<file path="src/sv/psp_link_pkg.sv">
// Shared types and constants for the pulse serial parity link.
`timescale 1ns / 1ps

package psp_link_pkg;

    localparam int CfgIdxW = 2;
    localparam int CfgDataW = 8;
    localparam int TickW = 8;
    localparam int ByteW = 8;

    // Configuration register indexes
    localparam logic [CfgIdxW-1:0] CFG_START_PULSE_TICKS = 2'd0;
    localparam logic [CfgIdxW-1:0] CFG_BIT_TICKS = 2'd1;
    localparam logic [CfgIdxW-1:0] CFG_FIRST_CHECK_TICKS = 2'd2;
    localparam logic [CfgIdxW-1:0] CFG_SECOND_CHECK_TICKS = 2'd3;

    // Register values after reset
    localparam logic [TickW-1:0] RST_START_PULSE_TICKS = 8'd10;
    localparam logic [TickW-1:0] RST_BIT_TICKS = 8'd5;
    localparam logic [TickW-1:0] RST_FIRST_CHECK_TICKS = 8'd2;
    localparam logic [TickW-1:0] RST_SECOND_CHECK_TICKS = 8'd5;

    localparam logic [TickW-1:0] TICK_ONE = 8'h01;

    typedef enum logic [3:0] {
        TX_IDLE  = 4'b0001,
        TX_START = 4'b0010,
        TX_DATA  = 4'b0100,
        TX_PAR   = 4'b1000
    } t_tx_phase;

    typedef enum logic [4:0] {
        RX_IDLE   = 5'b00001,
        RX_CHECK1 = 5'b00010,
        RX_CHECK2 = 5'b00100,
        RX_DATA   = 5'b01000,
        RX_PAR    = 5'b10000
    } t_rx_phase;

    typedef struct packed {
        logic             tx_level;
        logic             tx_busy;
        logic             rx_valid;
        logic [ByteW-1:0] rx_byte;
        logic             rx_parity_error;
    } t_result;

endpackage

</file>
<file path="src/sv/pulse_serial_parity_link_core.sv">
// Top level of the pulse serial parity link: timed transmitter, checked receiver.
`timescale 1ns / 1ps
// A result is registered in the result register, or in the skid entry while the result register is stalled.
// Throughput: one item per cycle while o_stall is low; the state update is a single registered pass
// (tick counter add and compare, shift), and a one-entry skid stage lets the
// block take one more item while the result register is stalled.
// Reset (i_rst_n low, synchronous): both link sides go idle, counters and shift
// registers clear, the tick registers return to their defaults, no result pends.

module pulse_serial_parity_link_core
    import psp_link_pkg::*;
#(
    parameter int DATA_BITS = 8
) (
    input  logic                i_clk,
    input  logic                i_rst_n,
    // configuration write port
    input  logic                i_cfg_we,
    input  logic [CfgIdxW-1:0]  i_cfg_index,
    input  logic [CfgDataW-1:0] i_cfg_data,
    // input channel
    input  logic                i_valid,
    output logic                o_stall,
    input  logic                i_cmd,
    input  logic [ByteW-1:0]    i_send_byte,
    input  logic                i_rx_level,
    // result channel
    output logic                o_valid,
    input  logic                i_stall,
    output logic                o_tx_level,
    output logic                o_tx_busy,
    output logic                o_rx_valid,
    output logic [ByteW-1:0]    o_rx_byte,
    output logic                o_rx_parity_error
);

    // Bit index must be able to hold DATA_BITS itself.
    localparam int BitIdxW = $clog2(DATA_BITS + 1);
    localparam logic [BitIdxW-1:0] LastBitIdx = BitIdxW'(DATA_BITS - 1);
    localparam logic [BitIdxW-1:0] AllBitsIdx = BitIdxW'(DATA_BITS);

    // ------------------------------------------------------------------
    // Configuration registers
    // ------------------------------------------------------------------
    logic [TickW-1:0] r_start_pulse_ticks;
    logic [TickW-1:0] r_bit_ticks;
    logic [TickW-1:0] r_first_check_ticks;
    logic [TickW-1:0] r_second_check_ticks;

    always_ff @(posedge i_clk) begin
        if (!i_rst_n) begin
            r_start_pulse_ticks  <= RST_START_PULSE_TICKS;
            r_bit_ticks          <= RST_BIT_TICKS;
            r_first_check_ticks  <= RST_FIRST_CHECK_TICKS;
            r_second_check_ticks <= RST_SECOND_CHECK_TICKS;
        end else if (i_cfg_we) begin
            case (i_cfg_index)
                CFG_START_PULSE_TICKS:  r_start_pulse_ticks  <= i_cfg_data;
                CFG_BIT_TICKS:          r_bit_ticks          <= i_cfg_data;
                CFG_FIRST_CHECK_TICKS:  r_first_check_ticks  <= i_cfg_data;
                CFG_SECOND_CHECK_TICKS: r_second_check_ticks <= i_cfg_data;
                default: ;
            endcase
        end
    end

    // ------------------------------------------------------------------
    // Link state
    // ------------------------------------------------------------------
    t_tx_phase              r_tx_phase, n_tx_phase;
    logic [DATA_BITS-1:0]   r_tx_shift, n_tx_shift;   // current bit sits at the MSB
    logic [BitIdxW-1:0]     r_tx_bit_idx, n_tx_bit_idx;
    logic [TickW-1:0]       r_tx_cnt, n_tx_cnt;
    logic                   r_tx_parity, n_tx_parity;

    t_rx_phase              r_rx_phase, n_rx_phase;
    logic [TickW-1:0]       r_rx_cnt, n_rx_cnt;
    logic [BitIdxW-1:0]     r_rx_bit_idx, n_rx_bit_idx;
    logic [DATA_BITS-1:0]   r_rx_shift, n_rx_shift;
    logic                   r_rx_parity, n_rx_parity;

    // Handshake
    logic    r_out_valid;
    logic    r_skid_valid;
    t_result r_out;
    t_result r_skid;
    t_result n_result;
    logic    in_fire;
    logic    out_fire;

    assign in_fire  = i_valid && !r_skid_valid;
    assign out_fire = r_out_valid && !i_stall;
    assign o_stall  = r_skid_valid;

    logic [DATA_BITS-1:0] send_word;
    logic [TickW-1:0]     tx_cnt_inc;
    logic [TickW-1:0]     rx_cnt_inc;

    assign send_word  = DATA_BITS'(i_send_byte);
    assign tx_cnt_inc = r_tx_cnt + TICK_ONE;
    assign rx_cnt_inc = r_rx_cnt + TICK_ONE;

    // Next state and result of one item
    always_comb begin
        n_tx_phase   = r_tx_phase;
        n_tx_shift   = r_tx_shift;
        n_tx_bit_idx = r_tx_bit_idx;
        n_tx_cnt     = r_tx_cnt;
        n_tx_parity  = r_tx_parity;
        n_rx_phase   = r_rx_phase;
        n_rx_cnt     = r_rx_cnt;
        n_rx_bit_idx = r_rx_bit_idx;
        n_rx_shift   = r_rx_shift;
        n_rx_parity  = r_rx_parity;
        n_result     = '0;

        if (i_cmd) begin
            // Send request: start the frame at once, drop it if busy.
            if (r_tx_phase == TX_IDLE) begin
                n_tx_phase   = TX_START;
                n_tx_shift   = send_word;
                n_tx_bit_idx = '0;
                n_tx_cnt     = '0;
                n_tx_parity  = ^send_word;
            end
        end else begin
            // Transmit side advances one tick.
            case (r_tx_phase)
                TX_START: begin
                    n_tx_cnt = tx_cnt_inc;
                    if (tx_cnt_inc >= r_start_pulse_ticks) begin
                        n_tx_phase   = TX_DATA;
                        n_tx_bit_idx = '0;
                        n_tx_cnt     = '0;
                    end
                end
                TX_DATA: begin
                    n_tx_cnt = tx_cnt_inc;
                    if (tx_cnt_inc >= r_bit_ticks) begin
                        n_tx_cnt     = '0;
                        n_tx_shift   = r_tx_shift << 1;
                        n_tx_bit_idx = r_tx_bit_idx + 1'b1;
                        if (r_tx_bit_idx == LastBitIdx) begin
                            n_tx_phase = TX_PAR;
                        end
                    end
                end
                TX_PAR: begin
                    n_tx_cnt = tx_cnt_inc;
                    if (tx_cnt_inc >= r_bit_ticks) begin
                        n_tx_phase   = TX_IDLE;
                        n_tx_cnt     = '0;
                        n_tx_bit_idx = '0;
                    end
                end
                default: ;
            endcase

            // Receive side samples the line.
            case (r_rx_phase)
                RX_IDLE: begin
                    if (i_rx_level) begin
                        n_rx_phase = RX_CHECK1;
                        n_rx_cnt   = '0;
                    end
                end
                RX_CHECK1: begin
                    n_rx_cnt = rx_cnt_inc;
                    if (rx_cnt_inc >= r_first_check_ticks) begin
                        n_rx_cnt   = '0;
                        n_rx_phase = i_rx_level ? RX_CHECK2 : RX_IDLE;
                    end
                end
                RX_CHECK2: begin
                    n_rx_cnt = rx_cnt_inc;
                    if (rx_cnt_inc >= r_second_check_ticks) begin
                        n_rx_cnt = '0;
                        if (i_rx_level) begin
                            n_rx_phase   = RX_DATA;
                            n_rx_bit_idx = '0;
                            n_rx_parity  = 1'b0;
                            n_rx_shift   = '0;
                        end else begin
                            // failed start check: go back to listening
                            n_rx_phase = RX_IDLE;
                        end
                    end
                end
                RX_DATA: begin
                    n_rx_cnt = rx_cnt_inc;
                    if (rx_cnt_inc >= r_bit_ticks) begin
                        n_rx_cnt     = '0;
                        n_rx_shift   = (r_rx_shift << 1) | DATA_BITS'(i_rx_level);
                        n_rx_parity  = r_rx_parity ^ i_rx_level;
                        n_rx_bit_idx = r_rx_bit_idx + 1'b1;
                        if (r_rx_bit_idx == LastBitIdx) begin
                            n_rx_phase = RX_PAR;
                        end
                    end
                end
                RX_PAR: begin
                    n_rx_cnt = rx_cnt_inc;
                    if (rx_cnt_inc >= r_bit_ticks) begin
                        n_rx_cnt                 = '0;
                        n_result.rx_valid        = 1'b1;
                        n_result.rx_byte         = ByteW'(r_rx_shift);
                        n_result.rx_parity_error = r_rx_parity ^ i_rx_level;
                        n_rx_phase               = RX_IDLE;
                        n_rx_bit_idx             = '0;
                    end
                end
                default: ;
            endcase
        end

        // Line level after this item
        case (n_tx_phase)
            TX_START: n_result.tx_level = 1'b1;
            TX_DATA:  n_result.tx_level = n_tx_shift[DATA_BITS-1];
            TX_PAR:   n_result.tx_level = n_tx_parity;
            default:  n_result.tx_level = 1'b0;
        endcase
        n_result.tx_busy = (n_tx_phase != TX_IDLE);
    end

    // Advance state on each input transfer
    always_ff @(posedge i_clk) begin
        if (!i_rst_n) begin
            r_tx_phase   <= TX_IDLE;
            r_tx_shift   <= '0;
            r_tx_bit_idx <= '0;
            r_tx_cnt     <= '0;
            r_tx_parity  <= 1'b0;
            r_rx_phase   <= RX_IDLE;
            r_rx_cnt     <= '0;
            r_rx_bit_idx <= '0;
            r_rx_shift   <= '0;
            r_rx_parity  <= 1'b0;
        end else if (in_fire) begin
            r_tx_phase   <= n_tx_phase;
            r_tx_shift   <= n_tx_shift;
            r_tx_bit_idx <= n_tx_bit_idx;
            r_tx_cnt     <= n_tx_cnt;
            r_tx_parity  <= n_tx_parity;
            r_rx_phase   <= n_rx_phase;
            r_rx_cnt     <= n_rx_cnt;
            r_rx_bit_idx <= n_rx_bit_idx;
            r_rx_shift   <= n_rx_shift;
            r_rx_parity  <= n_rx_parity;
        end
    end

    // Result register plus skid entry; the skid only fills when the result
    // register is held by a stall while a new item is taken.
    always_ff @(posedge i_clk) begin
        if (!i_rst_n) begin
            r_out_valid  <= 1'b0;
            r_skid_valid <= 1'b0;
        end else begin
            if (r_skid_valid) begin
                if (out_fire) begin
                    r_skid_valid <= 1'b0;
                end
            end else if (in_fire) begin
                if (r_out_valid && !out_fire) begin
                    r_skid_valid <= 1'b1;
                end
                r_out_valid <= 1'b1;
            end else if (out_fire) begin
                r_out_valid <= 1'b0;
            end
        end
    end

    always_ff @(posedge i_clk) begin
        if (r_skid_valid) begin
            if (out_fire) begin
                r_out <= r_skid;
            end
        end else if (in_fire) begin
            if (r_out_valid && !out_fire) begin
                r_skid <= n_result;
            end else begin
                r_out <= n_result;
            end
        end
    end

    assign o_valid           = r_out_valid;
    assign o_tx_level        = r_out.tx_level;
    assign o_tx_busy         = r_out.tx_busy;
    assign o_rx_valid        = r_out.rx_valid;
    assign o_rx_byte         = r_out.rx_byte;
    assign o_rx_parity_error = r_out.rx_parity_error;

    // ------------------------------------------------------------------
    // Assertions
    // ------------------------------------------------------------------
    a_skid_needs_out: assert property (@(posedge i_clk) disable iff (!i_rst_n)
        r_skid_valid |-> r_out_valid)
        else $error("skid entry holds a result while the result register is empty");

    a_stalled_take_fills_skid: assert property (@(posedge i_clk) disable iff (!i_rst_n)
        (in_fire && r_out_valid && i_stall) |=> r_skid_valid)
        else $error("item taken under stall was not parked in the skid entry");

    a_idle_line_low: assert property (@(posedge i_clk) disable iff (!i_rst_n)
        (o_valid && !o_tx_busy) |-> !o_tx_level)
        else $error("transmit line high while transmitter idle");

    a_rx_par_count: assert property (@(posedge i_clk) disable iff (!i_rst_n)
        (r_rx_phase == RX_PAR) |-> (r_rx_bit_idx == AllBitsIdx))
        else $error("receiver reached parity bit without all data bits");

endmodule
</file>
<file path="config.mk">
export PLATFORM = sky130hd
export DESIGN_NAME = pulse_serial_parity_link_core
export DESIGN_NICKNAME = d
export VERILOG_FILES = /design/src/sv/psp_link_pkg.sv /design/src/sv/pulse_serial_parity_link_core.sv
export SDC_FILE = /design/constraint.sdc
export NUM_CORES = 1
export LEC_CHECK = 0
export BUFFER_PORTS_ARGS = -buffer_cell sky130_fd_sc_hd__buf_2
export CELL_PAD_IN_SITES_DETAIL_PLACEMENT = 1
export CELL_PAD_IN_SITES_GLOBAL_PLACEMENT = 1
export CORE_UTILIZATION = 47
export DETAILED_ROUTE_END_ITERATION = 8
export PLACE_DENSITY = 0.9
export SYNTH_ARGS = -nofsm -noshare
export SYNTH_HDL_FRONTEND = slang
export SYNTH_SLANG_ARGS = --single-unit
</file>
<file path="constraint.sdc">
create_clock -name i_clk -period 4.2 [get_ports i_clk]
set_input_delay 0.21 -clock i_clk [delete_from_list [all_inputs] [get_ports i_clk]]
set_output_delay 0.21 -clock i_clk [all_outputs]
set_load 0.02 [all_outputs]
</file>
# After elaboration in Yosys (flattened, before gate mapping)
# Index checks and enable logic that the tools add are counted.
[word_totals]
out_inout_bits = 14
in_bits = 25
elab_cells = 169
reg_bits = 109
[classes]
n_mux = 64
eq_ne = 31
reduce_logical = 34
bitwise = 4
add_sub_neg = 4
magnitude_cmp = 5
[op_table]
columns = ["op", "count"]
rows = [
  ["$mux W8", 14],
  ["$mux W4", 16],
  ["$mux W12", 4],
  ["$ge A8 B8 Y1", 5],
  ["$pmux W4 S3", 3],
  ["$pmux W8 S2", 2],
  ["$pmux W8 S4", 1],
  ["$mux W10", 3],
  ["$mux W5", 6],
  ["$pmux W5 S5", 1],
  ["$add A8 B1 Y8 const B", 2],
  ["$eq A4 B3 Y1 const B", 4],
  ["$ne A2 B2 Y1 const B", 8],
  ["$reduce_and A6 Y1", 2],
  ["$mux W1", 11],
  ["$reduce_and A2 Y1", 5],
  ["$reduce_bool A2 Y1", 5],
  ["$ne A3 B3 Y1 const B", 3],
  ["$reduce_and A3 Y1", 3],
  ["$reduce_and A9 Y1", 1],
  ["$add A4 B1 Y4 const B", 2],
  ["$eq A4 B2 Y1 const B", 2],
  ["$eq A4 B4 Y1 const B", 2],
  ["$or A8 B1 Y8", 1],
  ["other kinds (25)", 36],
]

# Depth between registers and ports, before layout
# Gate-level depths: netlist of the first run.
[depth]
depth_word = 10
depth_mapped = 13
mapped_depth_nobuf = 12

# Worst setup path after synthesis of the first run
# No wires, ideal clock.
[synth_path]
kind = "flip-flop to flip-flop"
from = "reg r_tx_cnt[0]"
to = "reg r_out (netlist bit o_tx_busy) (data pin)"
setup_slack_ns = 1.164
required_time_ns = 3.940
period_less_slack_ns = 3.036
stages_incl_launch_ff = 13
setup_time_ns = 0.260
arrival_ns = 2.776
path_buffers = 0
cell_sequence = "dfxtp_1 -> ha_1 -> nand3_1 -> nor2_1 -> xor2_1 -> ha_1 -> nand4_1 -> a21oi_2 -> a21o_2 -> a31oi_1 -> a2bb2oi_2 -> or4_1 -> mux2_2"
[synth_rtl]
columns = ["item", "line", "text"]
rows = [
  ["from (decl)", "pulse_serial_parity_link_core.sv:73", "logic [TickW-1:0] r_tx_cnt, n_tx_cnt;"],
  ["from (signal assigned)", "pulse_serial_parity_link_core.sv:243", "r_tx_cnt <= n_tx_cnt;"],
  ["to (signal assigned)", "pulse_serial_parity_link_core.sv:278", "r_out <= r_skid;"],
  ["to (signal assigned)", "pulse_serial_parity_link_core.sv:284", "r_out <= n_result;"],
  ["to (decl)", "pulse_serial_parity_link_core.sv:85", "t_result r_out;"],
]

==> impl_results.md, run 1 <==
* Run status: completed
* Arr. time, crit path at 3.72 ns
* Leading cell type in the layout, fill and taps excluded: dfxtp_1
* Setup crit end kind: flip-flop
* CTS HTree Levels at 3
* Largest net degree at the start of global routing at 61
* Clock Pin Slew Worst Setup and Hold Paths at approximately 0.07 ns
* Area of the multi-input gates at 3400 sq um
* Mapped cell area at 6130 sq um
* Worst slack, placed at 0.790 ns
* Max_cap viols at 0
* CTS tree: yes
* Post-Layout Inst Area at 6710 sq um
* Share of post-route cells with drive strength above 1 at 0.126
* Post-synth EDFFs at 24
* Pwr Total at 2310 uW
* Max Buffers Root-to-Sink at 2
* Number of distinct library cells after synthesis at 75
* Grt ovf at 0
* Reg2reg start: r_rx_cnt[0]
* Origin of the worst min-delay path: i_send_byte[0]
* Worst Setup Slack, final at 0.702 ns
* Starting DRC count in detailed routing at 301
* Total Neg Setup Slack at 0 ns
* Post-Syn Instances at 699
* Routability Congestion at 0.842
* IO Pins at 39
* FF+latch area at 2420 sq um
* Area post-placement at around 6400 sq um
* Overall routing resource usage at 0.253
* Combinational power share at 0.111
* Width of the die at ~120 um
* Ys async rst share at 0
* Syn_nets at 768
* Max VDD drop at 0.217 mV
* Row cnt at 41
* Worst reg2reg setup slack at approximately 0.70 ns
* Clk sinks at between 100 and 150
* Hold Path Class: in2reg
* Crit start category: flip-flop
* Initial antenna violation count at 0
* Routed WL at 16.0 mm
* First-pass GRT wire length at 26.4 mm
* Syn Area/Cell at about 9 sq um
* # Post-CTS Setup Buffers at 0
* Clk pwr share at 0.399
* Worst-Margin Slew at 1.17 ns
* Drt via density at 5.79
* Switching power total at 592 uW
* Pwr/cell area at 345 nW/um^2
* Flop pwr share at 0.490
* Synth warnings at 0
* Worst slew margin at 0.218
* Worst R2R Path Depth at 10
* Switching Share at 0.256
* Final setup viols at 0
* Hold-critical path depth at 3
* Core ar. at 12700 sq um
* Worst-path maximum fanout at 11
* Port Buffers at 38
* Fin. max-slew vios at 0
* Static leakage at around 0.0026 uW
* Initial DRT Pass Iterations at 4
* Seq cells post-synth at 109
* Number of nets still failing antenna checks after routing at 0
* WP data required at 4.43 ns
* Fin crit period at about 3.5 ns
* Endpoints failing hold at 0
* Final Skew at 0.00872 ns
* Num CTS Buffers at 9
* Die area at 13500 sq um
* Filler cells at 1526
* Hold buffer count at CTS at 0
* Critical path class: reg2reg
* Reg2Reg Capture Point: o_rx_parity_error
* Commonest non-fill, non-tap cells in the layout: dfxtp_1 (85), nand2_1 (79), nor2_1 (60)
* Number of vias in the routed layout at around 5200
* RSZ-0062 raised after global routing: no
* Vias in the first global route at 5475
* Die Y at 116 um
* Drt drc at 0
* Register area share after synthesis at 0.395
* Pint at 1720 uW
* CTS resizes at 0
* Worst hold endpoint: r_tx_shift[0]
* Synth-to-layout area growth at 9.50%
* Final worst path period share at 0.833
* Ys flop type: dfxtp_1
* Peak Freq at 0.286 GHz
* Nets@finish at slightly below 800
* Hpwl dp at 11.8 mm
* Starting Density at 0.484
* Clock Latency Late Sink at 0.36 ns
* CTS root buf: clkbuf_16
* Wirelength per Cell at 17.9 um
* N_diodes at 0
## sequential cells by signal (all words and copies together), names as in the netlist, 4 cells and up
register              cells
r_tx_cnt                  8
r_skid                   12
r_bit_ticks               8
r_rx_shift                8
r_tx_bit_idx              4
r_rx_phase                5
r_tx_phase                4
r_second_check_ticks      8
o_rx_byte                 8
r_start_pulse_ticks       8
r_first_check_ticks       8
r_rx_bit_idx              4
r_rx_cnt                  8
r_tx_shift                8
## critical path: stages, from the launching register on
cell      delay, ns
dfxtp_1        0.46
ha_1           0.27
nand3_1        0.19
nor2_1         0.20
xor2_1         0.34
ha_1           0.19
nand4_1        0.12
o211a_1        0.26
nor3_1         0.81
a21boi_0       0.31
mux2_2         0.20
## cell usage after synthesis, types with 3 or more instances
library cell,n,share of area
dfxtp_1,85,0.28
nand2_1,79,0.048
nor2_1,60,0.037
a21oi_1,56,0.046
ha_1,44,0.090
inv_1,40,0.025
edfxtp_1,24,0.12
clkbuf_1,20,0.012
nand3_1,18,0.015
o21ai_0,16,0.013
or3_1,16,0.016
and2_1,13,0.013
mux2i_1,13,0.021
o211ai_1,13,0.016
xnor2_1,13,0.019
mux2_2,12,0.022
nand2b_1,12,0.012
a211oi_1,11,0.013
buf_2,11,0.0090
o21ai_1,11,0.0090
nor3_1,10,0.0082
xor2_1,10,0.014
a22oi_1,7,0.0086
and3_1,7,0.0071
nor2b_1,7,0.0071
a31oi_1,6,0.0061
o22ai_1,6,0.0061
a211o_1,4,0.0057
nand3b_1,4,0.0049
nand4_1,4,0.0041
o21a_1,4,0.0049
or2_2,4,0.0041
a21o_1,3,0.0037
nor2_2,3,0.0031
## worst max-delay path by stage
stage	from	to	slack (ns)	depth (start not counted)
2_1_floorplan	r_tx_cnt[0]	o_tx_busy	1.16	12
3_3_place_gp	r_tx_cnt[0]	o_tx_busy	0.97	12
3_5_place_dp	r_rx_cnt[0]	o_rx_parity_error	0.79	10
4_1_cts	r_rx_cnt[0]	o_rx_parity_error	0.66	11
5_1_grt	r_rx_cnt[0]	o_rx_parity_error	0.39	10
6_report	r_rx_cnt[0]	o_rx_parity_error	0.70	10
## metrics by stage
| stage | hold WS (ns) | util | cells |
|---|---|---|---|
| global route | 0.132 | 0.529 | 892 |
| floorplan | 0.334 | - | 699 |
| CTS | 0.122 | 0.529 | 892 |
| finish | 0.125 | 0.529 | 892 |
| global placement | 0.438 | 0.505 | 876 |
| detailed placement | 0.453 | 0.505 | 876 |
## power groups by stage
stage / combinational, uW / clock, uW / sequential, uW
after floorplan: 172 / 0 / 1160
after global placement: 239 / 0 / 1150
after detailed placement: 255 / 0 / 1160
after CTS: 258 / 930 / 1130
after global routing: 284 / 973 / 1140
final: 256 / 924 / 1130
## kinds of logic (layout without fill, tap and decap cells)
group           Yosys count  in the layout  synth area share
simple gates            256            256             0.208
mux                      26             26            0.0451
flops                   109            109             0.395
buf+inv                  76             97            0.0502
fa+ha+maj                44             44            0.0899
xor+xnor                 23             23            0.0329
compound gates          165            165             0.178
## area by class of cell
type                    instances  area share
clock buffers                   9      0.0336
inverters                      41      0.0229
multi-input cells             514       0.506
flip-flops and latches        109       0.361
clock inverters                 7      0.0134
well taps                     172      0.0321
repair buffers                 40      0.0306
## per-layer routing
metal / vias up / track usage / share of wire
met5: - / 0 / 0
met4: 0 / 0.100 / 0.020
met3: 21 / 0.0353 / 0.024
met2: 95 / 0.465 / 0.52
met1: 2530 / 0.298 / 0.44
li1: 2517 / - / -
Note: power is estimated with default switching activity, not from simulation.
==> run 2, diff against run 1 <==
- clock period: 4.2 -> 3.49 ns (I/O delays scaled with it)
==> impl_results.md, run 2 (synthesis results as in run 1) <==
* Overall routing resource usage at 0.250 (-0.00291)
* Final worst path period share at 0.974 (+0.141)
* Combinational power share at 0.117 (+0.006)
* Final non-filler cell total at 899 (+0.78%)
* Die Y at 116 um (unchanged)
* Initial antenna violation count at 0 (unchanged)
* WP data required at 3.61 ns (-0.82 ns)
* Flop pwr share at 0.508 (+0.018)
* Clock Latency Late Sink at 0.37 ns (about the same)
* Leading cell type in the layout, fill and taps excluded: dfxtp_1
* Fin. max-slew vios at 0 (unchanged)
* Port Buffers at 38 (unchanged)
* Arr. time, crit path at 3.52 ns (-0.20 ns)
* Drt drc at 0 (unchanged)
* Wirelength per Cell at 17.9 um (+0.20%)
* Max Buffers Root-to-Sink at 2 (unchanged)
* Hold-critical path depth at 3 (unchanged)
* Fin crit period at 3.40 ns (-0.0998 ns)
* Reg2reg start: r_tx_cnt[2]
* Starting DRC count in detailed routing at 260 (-14%)
* Critical path class: reg2reg
* Hold Path Class: in2reg
* Clock Pin Slew Worst Setup and Hold Paths at 0.08 ns (about the same)
* IO Pins at 39 (unchanged)
* Run status: completed
* Switching power total at 735 uW (+24%)
* Worst reg2reg setup slack at 0.09 ns (-0.61 ns)
* Num CTS Buffers at 9 (unchanged)
* Core ar. at 12700 sq um (unchanged)
* Pint at 1950 uW (+13%)
* Largest stage delay, worst path at 0.56 ns (-0.25 ns)
* Max VDD drop at 0.376 mV (+73%)
* Commonest non-fill, non-tap cells in the layout: dfxtp_1 (84), nand2_1 (79), nor2_1 (58)
* Pwr/cell area at 394 nW/um^2 (+14%)
* Initial DRT Pass Iterations at 4 (unchanged)
* Static leakage at 0.00266 uW (+1.7%)
* Drt via density at 5.77 (-0.38%)
* Worst-path maximum fanout at 8 (-3)
* Worst Hold Slack at 0.0818 ns (-0.0429 ns)
* Max_cap viols at 0 (unchanged)
* Final core occ at 0.537 (+0.00750)
* Setup crit end kind: flip-flop
* Crit-path slowest cell: or4_1
* N_diodes at 0 (unchanged)
* Origin of the worst min-delay path: i_send_byte[0]
* Worst-Margin Slew at 0.725 ns (-0.449 ns)
* FF+latch area at 2420 sq um (about the same)
* Filler cells at 1529 (+0.20%)
* CTS root buf: clkbuf_16
* Max FFs per register at 12 (unchanged)
* Final setup viols at 0 (unchanged)
* Hpwl dp at 11.6 mm (-1.4%)
* Worst Setup Slack, final at 0.0919 ns (-0.610 ns)
* Largest reg by FF count: r_skid
* Largest net degree at the start of global routing at 46 (-25%)
* Row cnt at 41 (unchanged)
* Peak Freq at 0.294 GHz (+2.9%)
* Routability Congestion at 0.882 (+4.7%)
* Clk sinks at 109 (unchanged)
* Share of post-route cells with drive strength above 1 at 0.149 (+0.0222)
* Worst slew margin at 0.516 (+0.298)
* Routed WL at 16.1 mm (+0.98%)
* Final Skew at 0.0104 ns (+0.00163 ns)
* Worst slack, placed at 0.0740 ns (-0.716 ns)
* CTS HTree Levels at 3 (unchanged)
* Number of vias in the routed layout at 5184 (+0.41%)
* Switching Share at 0.274 (+0.0181)
* Vias in the first global route at 5500 (+0.46%)
* Crit start category: flip-flop
* Width of the die at 116 um (unchanged)
* Starting Density at 0.484 (unchanged)
* Number of nets still failing antenna checks after routing at 0 (unchanged)
* Die area at 13500 sq um (unchanged)
* First-pass GRT wire length at 26.0 mm (-1.5%)
* Nets@finish at 791 (+0.89%)
* Synth-to-layout area growth at 11.0%
* Worst hold endpoint: r_tx_shift[0]
* Post-Layout Inst Area at 6800 sq um (+1.4%)
* Area of the multi-input gates at 3470 sq um (+2.1%)
* Worst R2R Path Depth at 12 (+2)
* Cells after DPL at 881 (+0.57%)
* Endpoints failing hold at 0 (unchanged)
* CTS tree: yes
* Area post-placement at 6430 sq um (+0.59%)
* CP cell instances: and3_1 -> nand3_2 -> nor2_2 -> xor2_2 -> ha_1 -> nand2_1 -> o21ai_1 -> a21o_4 -> a31oi_1 -> a2bb2oi_2 -> or4_1 -> mux2_2
* Grt ovf at 0 (unchanged)
* Clk pwr share at 0.375 (-0.024)
* Hold buffer count at CTS at 0 (unchanged)
* Reg2Reg Capture Point: o_tx_busy
==> run 2: area by class of cell <==
type	instances	share of cell area
multi-input combinational	514	0.510
sequential	109	0.356
timing repair buffer	47	0.0379
clock buffer	10	0.0337
tap	172	0.0316
inverter	41	0.0226
clock inverter	6	0.00846
==> run 2: timing repair <==
action / 4_1_cts / 5_1_grt
setup endpoints to repair: 0 / 22
setup buffers: 0 / 2
gates resized for setup: 0 / 15
==> run 2: per-stage QoR <==
step | TNS, ns | total power (uW)
2_1_floorplan | 0 | 1600
4_1_cts | 0 | 2710
3_5_place_dp | 0 | 1700
3_3_place_gp | 0 | 1680
5_1_grt | -0.0477 | 2790
6_report | 0 | 2680
==> run 2: worst max path at each step <==
stage	start	endpoint	slack, ns	cells past startpoint
final	r_tx_cnt[2]	o_tx_busy	0.09	12
after global routing	r_tx_cnt[2]	o_tx_busy	-0.05	12
after CTS	r_rx_cnt[2]	r_rx_bit_idx[2]	0.02	11
after detailed placement	r_tx_cnt[0]	o_tx_busy	0.07	12
after global placement	r_tx_cnt[0]	o_tx_busy	0.25	12
after floorplan	r_tx_cnt[0]	o_tx_busy	0.45	12
==> run 2: per-layer routing <==
metal  vias to the layer above  track usage  part of all wire
li1                       2518            -                 -
met3                        29       0.0581             0.030
met4                         0       0.0846             0.021
met2                        85        0.477              0.53
met1                      2552        0.270              0.42
met5                         -            0                 0
==> run 2: power groups by stage <==
stage                     registers, uW  clock network (uW)  logic (uW)
after global routing               1370                1080         345
after detailed placement           1390                   0         308
after global placement             1390                   0         292
after floorplan                    1390                   0         208
final                              1360                1010         314
after CTS                          1360                1030         312
==> run 2: critical path, delay by kind of cell (launching register included) <==
kind / cells / cell delay [ns]
compound gates: 4 / 0.78
xor+xnor: 1 / 0.11
fa+ha+maj: 1 / 0.35
flops: 1 / 0.43
mux: 1 / 0.28
simple gates: 5 / 1.21
==> run 3, diff against run 2 <==
- ABC_AREA: default -> 1
- CORE_UTILIZATION: 47 -> 45
- PLACE_DENSITY: 0.9 -> 0.89
==> impl_results.md, run 3 <==
* Mapped cell area at 5960 sq um (-2.7%)
* Flop pwr share at 0.487 (-0.021)
* Number of vias in the routed layout at 5245 (+1.2%)
* Max Buffers Root-to-Sink at 2 (unchanged)
* WP data required at 3.78 ns (+0.17 ns)
* Leading cell type in the layout, fill and taps excluded: nand2_1
* Endpoints failing hold at 0 (unchanged)
* Drt via density at 5.39 (-6.5%)
* Number of nets still failing antenna checks after routing at 0 (unchanged)
* Port Buffers at 38 (unchanged)
* CTS resizes at 0 (unchanged)
* Pint at 1990 uW (+2.4%)
* Drt drc at 0 (unchanged)
* Total Neg Setup Slack at 0 ns (unchanged)
* Setup crit end kind: flip-flop
* Pwr Total at 2860 uW (+6.4%)
* Routed WL at 15.4 mm (-4.5%)
* Syn Area/Cell at 7.80 sq um (-11%)
* Critical path class: reg2reg
* Final worst path period share at 0.903 (-0.0707)
* Width of the die at 117 um (+0.80%)
* Register area share after synthesis at 0.406 (+0.0110)
* Final Skew at 0.00761 ns (-0.00274 ns)
* # Post-CTS Setup Buffers at 0 (unchanged)
* First-pass GRT wire length at 25.6 mm (-1.5%)
* Share of post-route cells with drive strength above 1 at 0.124 (-0.0250)
* Hold buffer count at CTS at 0 (unchanged)
* Clk sinks at 109 (unchanged)
* Post-synth EDFFs at 24 (unchanged)
* Static leakage at 0.00293 uW (+10%)
* Row cnt at 41 (unchanged)
* Largest reg by FF count: r_skid
* Switching power total at 861 uW (+17%)
* Worst R2R Path Depth at 12 (unchanged)
* Filler cells at 1594 (+4.3%)
* Initial antenna violation count at 0 (unchanged)
* Fin crit period at 3.15 ns (-0.247 ns)
* Arr. time, crit path at 3.44 ns (-0.08 ns)
* IO Pins at 39 (unchanged)
* Hpwl dp at 11.4 mm (-2.0%)
* CTS HTree Levels at 3 (unchanged)
* Commonest non-fill, non-tap cells in the layout: nand2_1 (132), inv_1 (100), dfxtp_1 (85)
* Largest stage delay, worst path at 0.47 ns (-0.09 ns)
* Post-synth top area share at 0.285 (+0.00769)
* Clock Latency Late Sink at 0.36 ns (about the same)
* Crit start category: flip-flop
* Routability Congestion at 0.817 (-7.4%)
* Worst slack, placed at 0.313 ns (+0.239 ns)
* Synth-to-layout area growth at 10.6%
* Clock Pin Slew Worst Setup and Hold Paths at 0.07 ns (about the same)
* Initial DRT Pass Iterations at 4 (unchanged)
* Starting DRC count in detailed routing at 214 (-18%)
* Num CTS Buffers at 9 (unchanged)
* Ys flop type: dfxtp_1
* Crit. path cell count at 12 (unchanged)
* Max FFs per register at 12 (unchanged)
* Ys async rst share at 0 (unchanged)
* Clk pwr share at 0.347 (-0.028)
* Most common cell in the synthesized netlist: nand2_1
* Hold Path Class: in2reg
* CTS tree: yes
* Starting Density at 0.467 (-0.0168)
* Max_cap viols at 0 (unchanged)
* Worst Hold Slack at 0.0968 ns (+0.0149 ns)
* Core ar. at 12800 sq um (+0.81%)
* Final setup viols at 0 (unchanged)
* RSZ-0062 raised after global routing: no
* Pwr/cell area at 433 nW/um^2 (+9.8%)
* Combinational power share at 0.166 (+0.049)
* Worst-path maximum fanout at 14 (+6)
* Switching Share at 0.301 (+0.0274)
* Post-Syn Instances at 764 (+9.3%)
* Vias in the first global route at 5388 (-2.0%)
* Die Y at 117 um (+0.80%)
* Worst slew margin at 0.242 (-0.274)
* Wirelength per Cell at 15.8 um (-12%)
* Number of distinct library cells after synthesis at 41 (-45%)
* N_diodes at 0 (unchanged)
* Post-Layout Inst Area at 6590 sq um (-3.1%)
* CP top delay family: compound AO/OA/AOI/OAI gates
* Worst Setup Slack, final at 0.339 ns (+0.247 ns)
* Hold-critical path depth at 3 (unchanged)
* Top cell type by total area after synthesis: dfxtp_1
* Run status: completed
* Worst-Margin Slew at 1.14 ns (+0.412 ns)
* Most frequent cells after synthesis: nand2_1 (132), inv_1 (100), dfxtp_1 (85), a21oi_1 (73), o21ai_0 (63)
* Synth warnings at 0 (unchanged)
* Area post-placement at 6310 sq um (-1.9%)
* CTS root buf: clkbuf_16
* Overall routing resource usage at 0.244 (-0.00682)
* Nets@finish at 865 (+9.4%)
* CP cell instances: ha_1 -> nand3_1 -> nand3b_1 -> xnor2_1 -> ha_1 -> nand2_1 -> o21a_1 -> nand2_1 -> nor2_1 -> a211oi_4 -> o21ai_0 -> a31oi_1
* Syn_nets at 833 (+8.5%)
* Seq cells post-synth at 109 (unchanged)
* Peak Freq at 0.317 GHz (+7.8%)
* Worst reg2reg setup slack at 0.34 ns (+0.25 ns)
* Main area contributors after synthesis: dfxtp_1 (29%), edfxtp_1 (12%), ha_1 (9.2%)
* Largest net degree at the start of global routing at 55 (+20%)
* Crit-path slowest cell: a211oi_4
* Die area at 13700 sq um (+1.6%)
* Max VDD drop at 0.197 mV (-48%)
* Grt ovf at 0 (unchanged)
* Fin. max-slew vios at 0 (unchanged)
* Critical path buffers and inverters at 0 (unchanged)
-- run 3: cell types whose count changed after synthesis, moves of 16 or more --
cell	change
a21oi_1	+17
inv_1	+60
nand2_1	+53
nand3_1	+20
o21ai_0	+47
or3_1	-16
-- run 3: metrics by stage --
step / cells / util
2_1_floorplan: 764 / -
3_3_place_gp: 957 / 0.494
3_5_place_dp: 957 / 0.494
4_1_cts: 973 / 0.515
5_1_grt: 973 / 0.516
6_report: 973 / 0.516
-- run 3: worst min-delay path, cell delays in order --
cell and delay (ns):
buf_2 0.12, a21oi_1 0.07, o21ai_0 0.06
-- run 3: layout make-up --
type | instances | area (sq um) | share of cell area
multi-input combinational | 519 | 3020 | 0.459
inverter | 114 | 428 | 0.0649
clock inverter | 6 | 46.3 | 0.00702
clock buffer | 10 | 229 | 0.0347
sequential | 109 | 2420 | 0.368
tap | 172 | 215 | 0.0326
timing repair buffer | 43 | 228 | 0.0345
-- run 3: cell families after synthesis --
logic type | share of synthesized area
AND/OR/NAND/NOR | 0.211
buffers and inverters | 0.0884
AO/OA/AOI/OAI | 0.157
XOR/XNOR | 0.0338
multiplexers | 0.0113
flip-flops | 0.406
adder cells (fa/ha/maj) | 0.0923
-- run 3: routing by layer --
layer | up-vias | wire [um] | share of wire | track usage
met5 | - | 0 | 0 | 0
met4 | 0 | 333 | 0.022 | 0.111
met3 | 24 | 393 | 0.026 | 0.0299
met2 | 81 | 7910 | 0.51 | 0.438
met1 | 2552 | 6740 | 0.44 | 0.290
li1 | 2588 | - | - | -
-- run 3: path summary, 6_finish.rpt --
check	startpoint	to
worst min register to register	r_second_check_ticks[4]	r_second_check_ticks[4]
worst max register to register	r_tx_cnt[0]	r_tx_shift[2]
worst max-delay path	r_tx_cnt[0]	r_tx_shift[2]
worst min-delay path	i_cfg_data[2]	r_second_check_ticks[2]
-- run 3: power groups by stage --
| stage | combinational [uW] | sequential [uW] | clock (uW) |
|---|---|---|---|
| after CTS | 475 | 1390 | 1010 |
| after detailed placement | 469 | 1420 | 0 |
| after global routing | 535 | 1400 | 1050 |
| after floorplan | 321 | 1420 | 0 |
| after global placement | 436 | 1410 | 0 |
| final | 475 | 1390 | 990 |
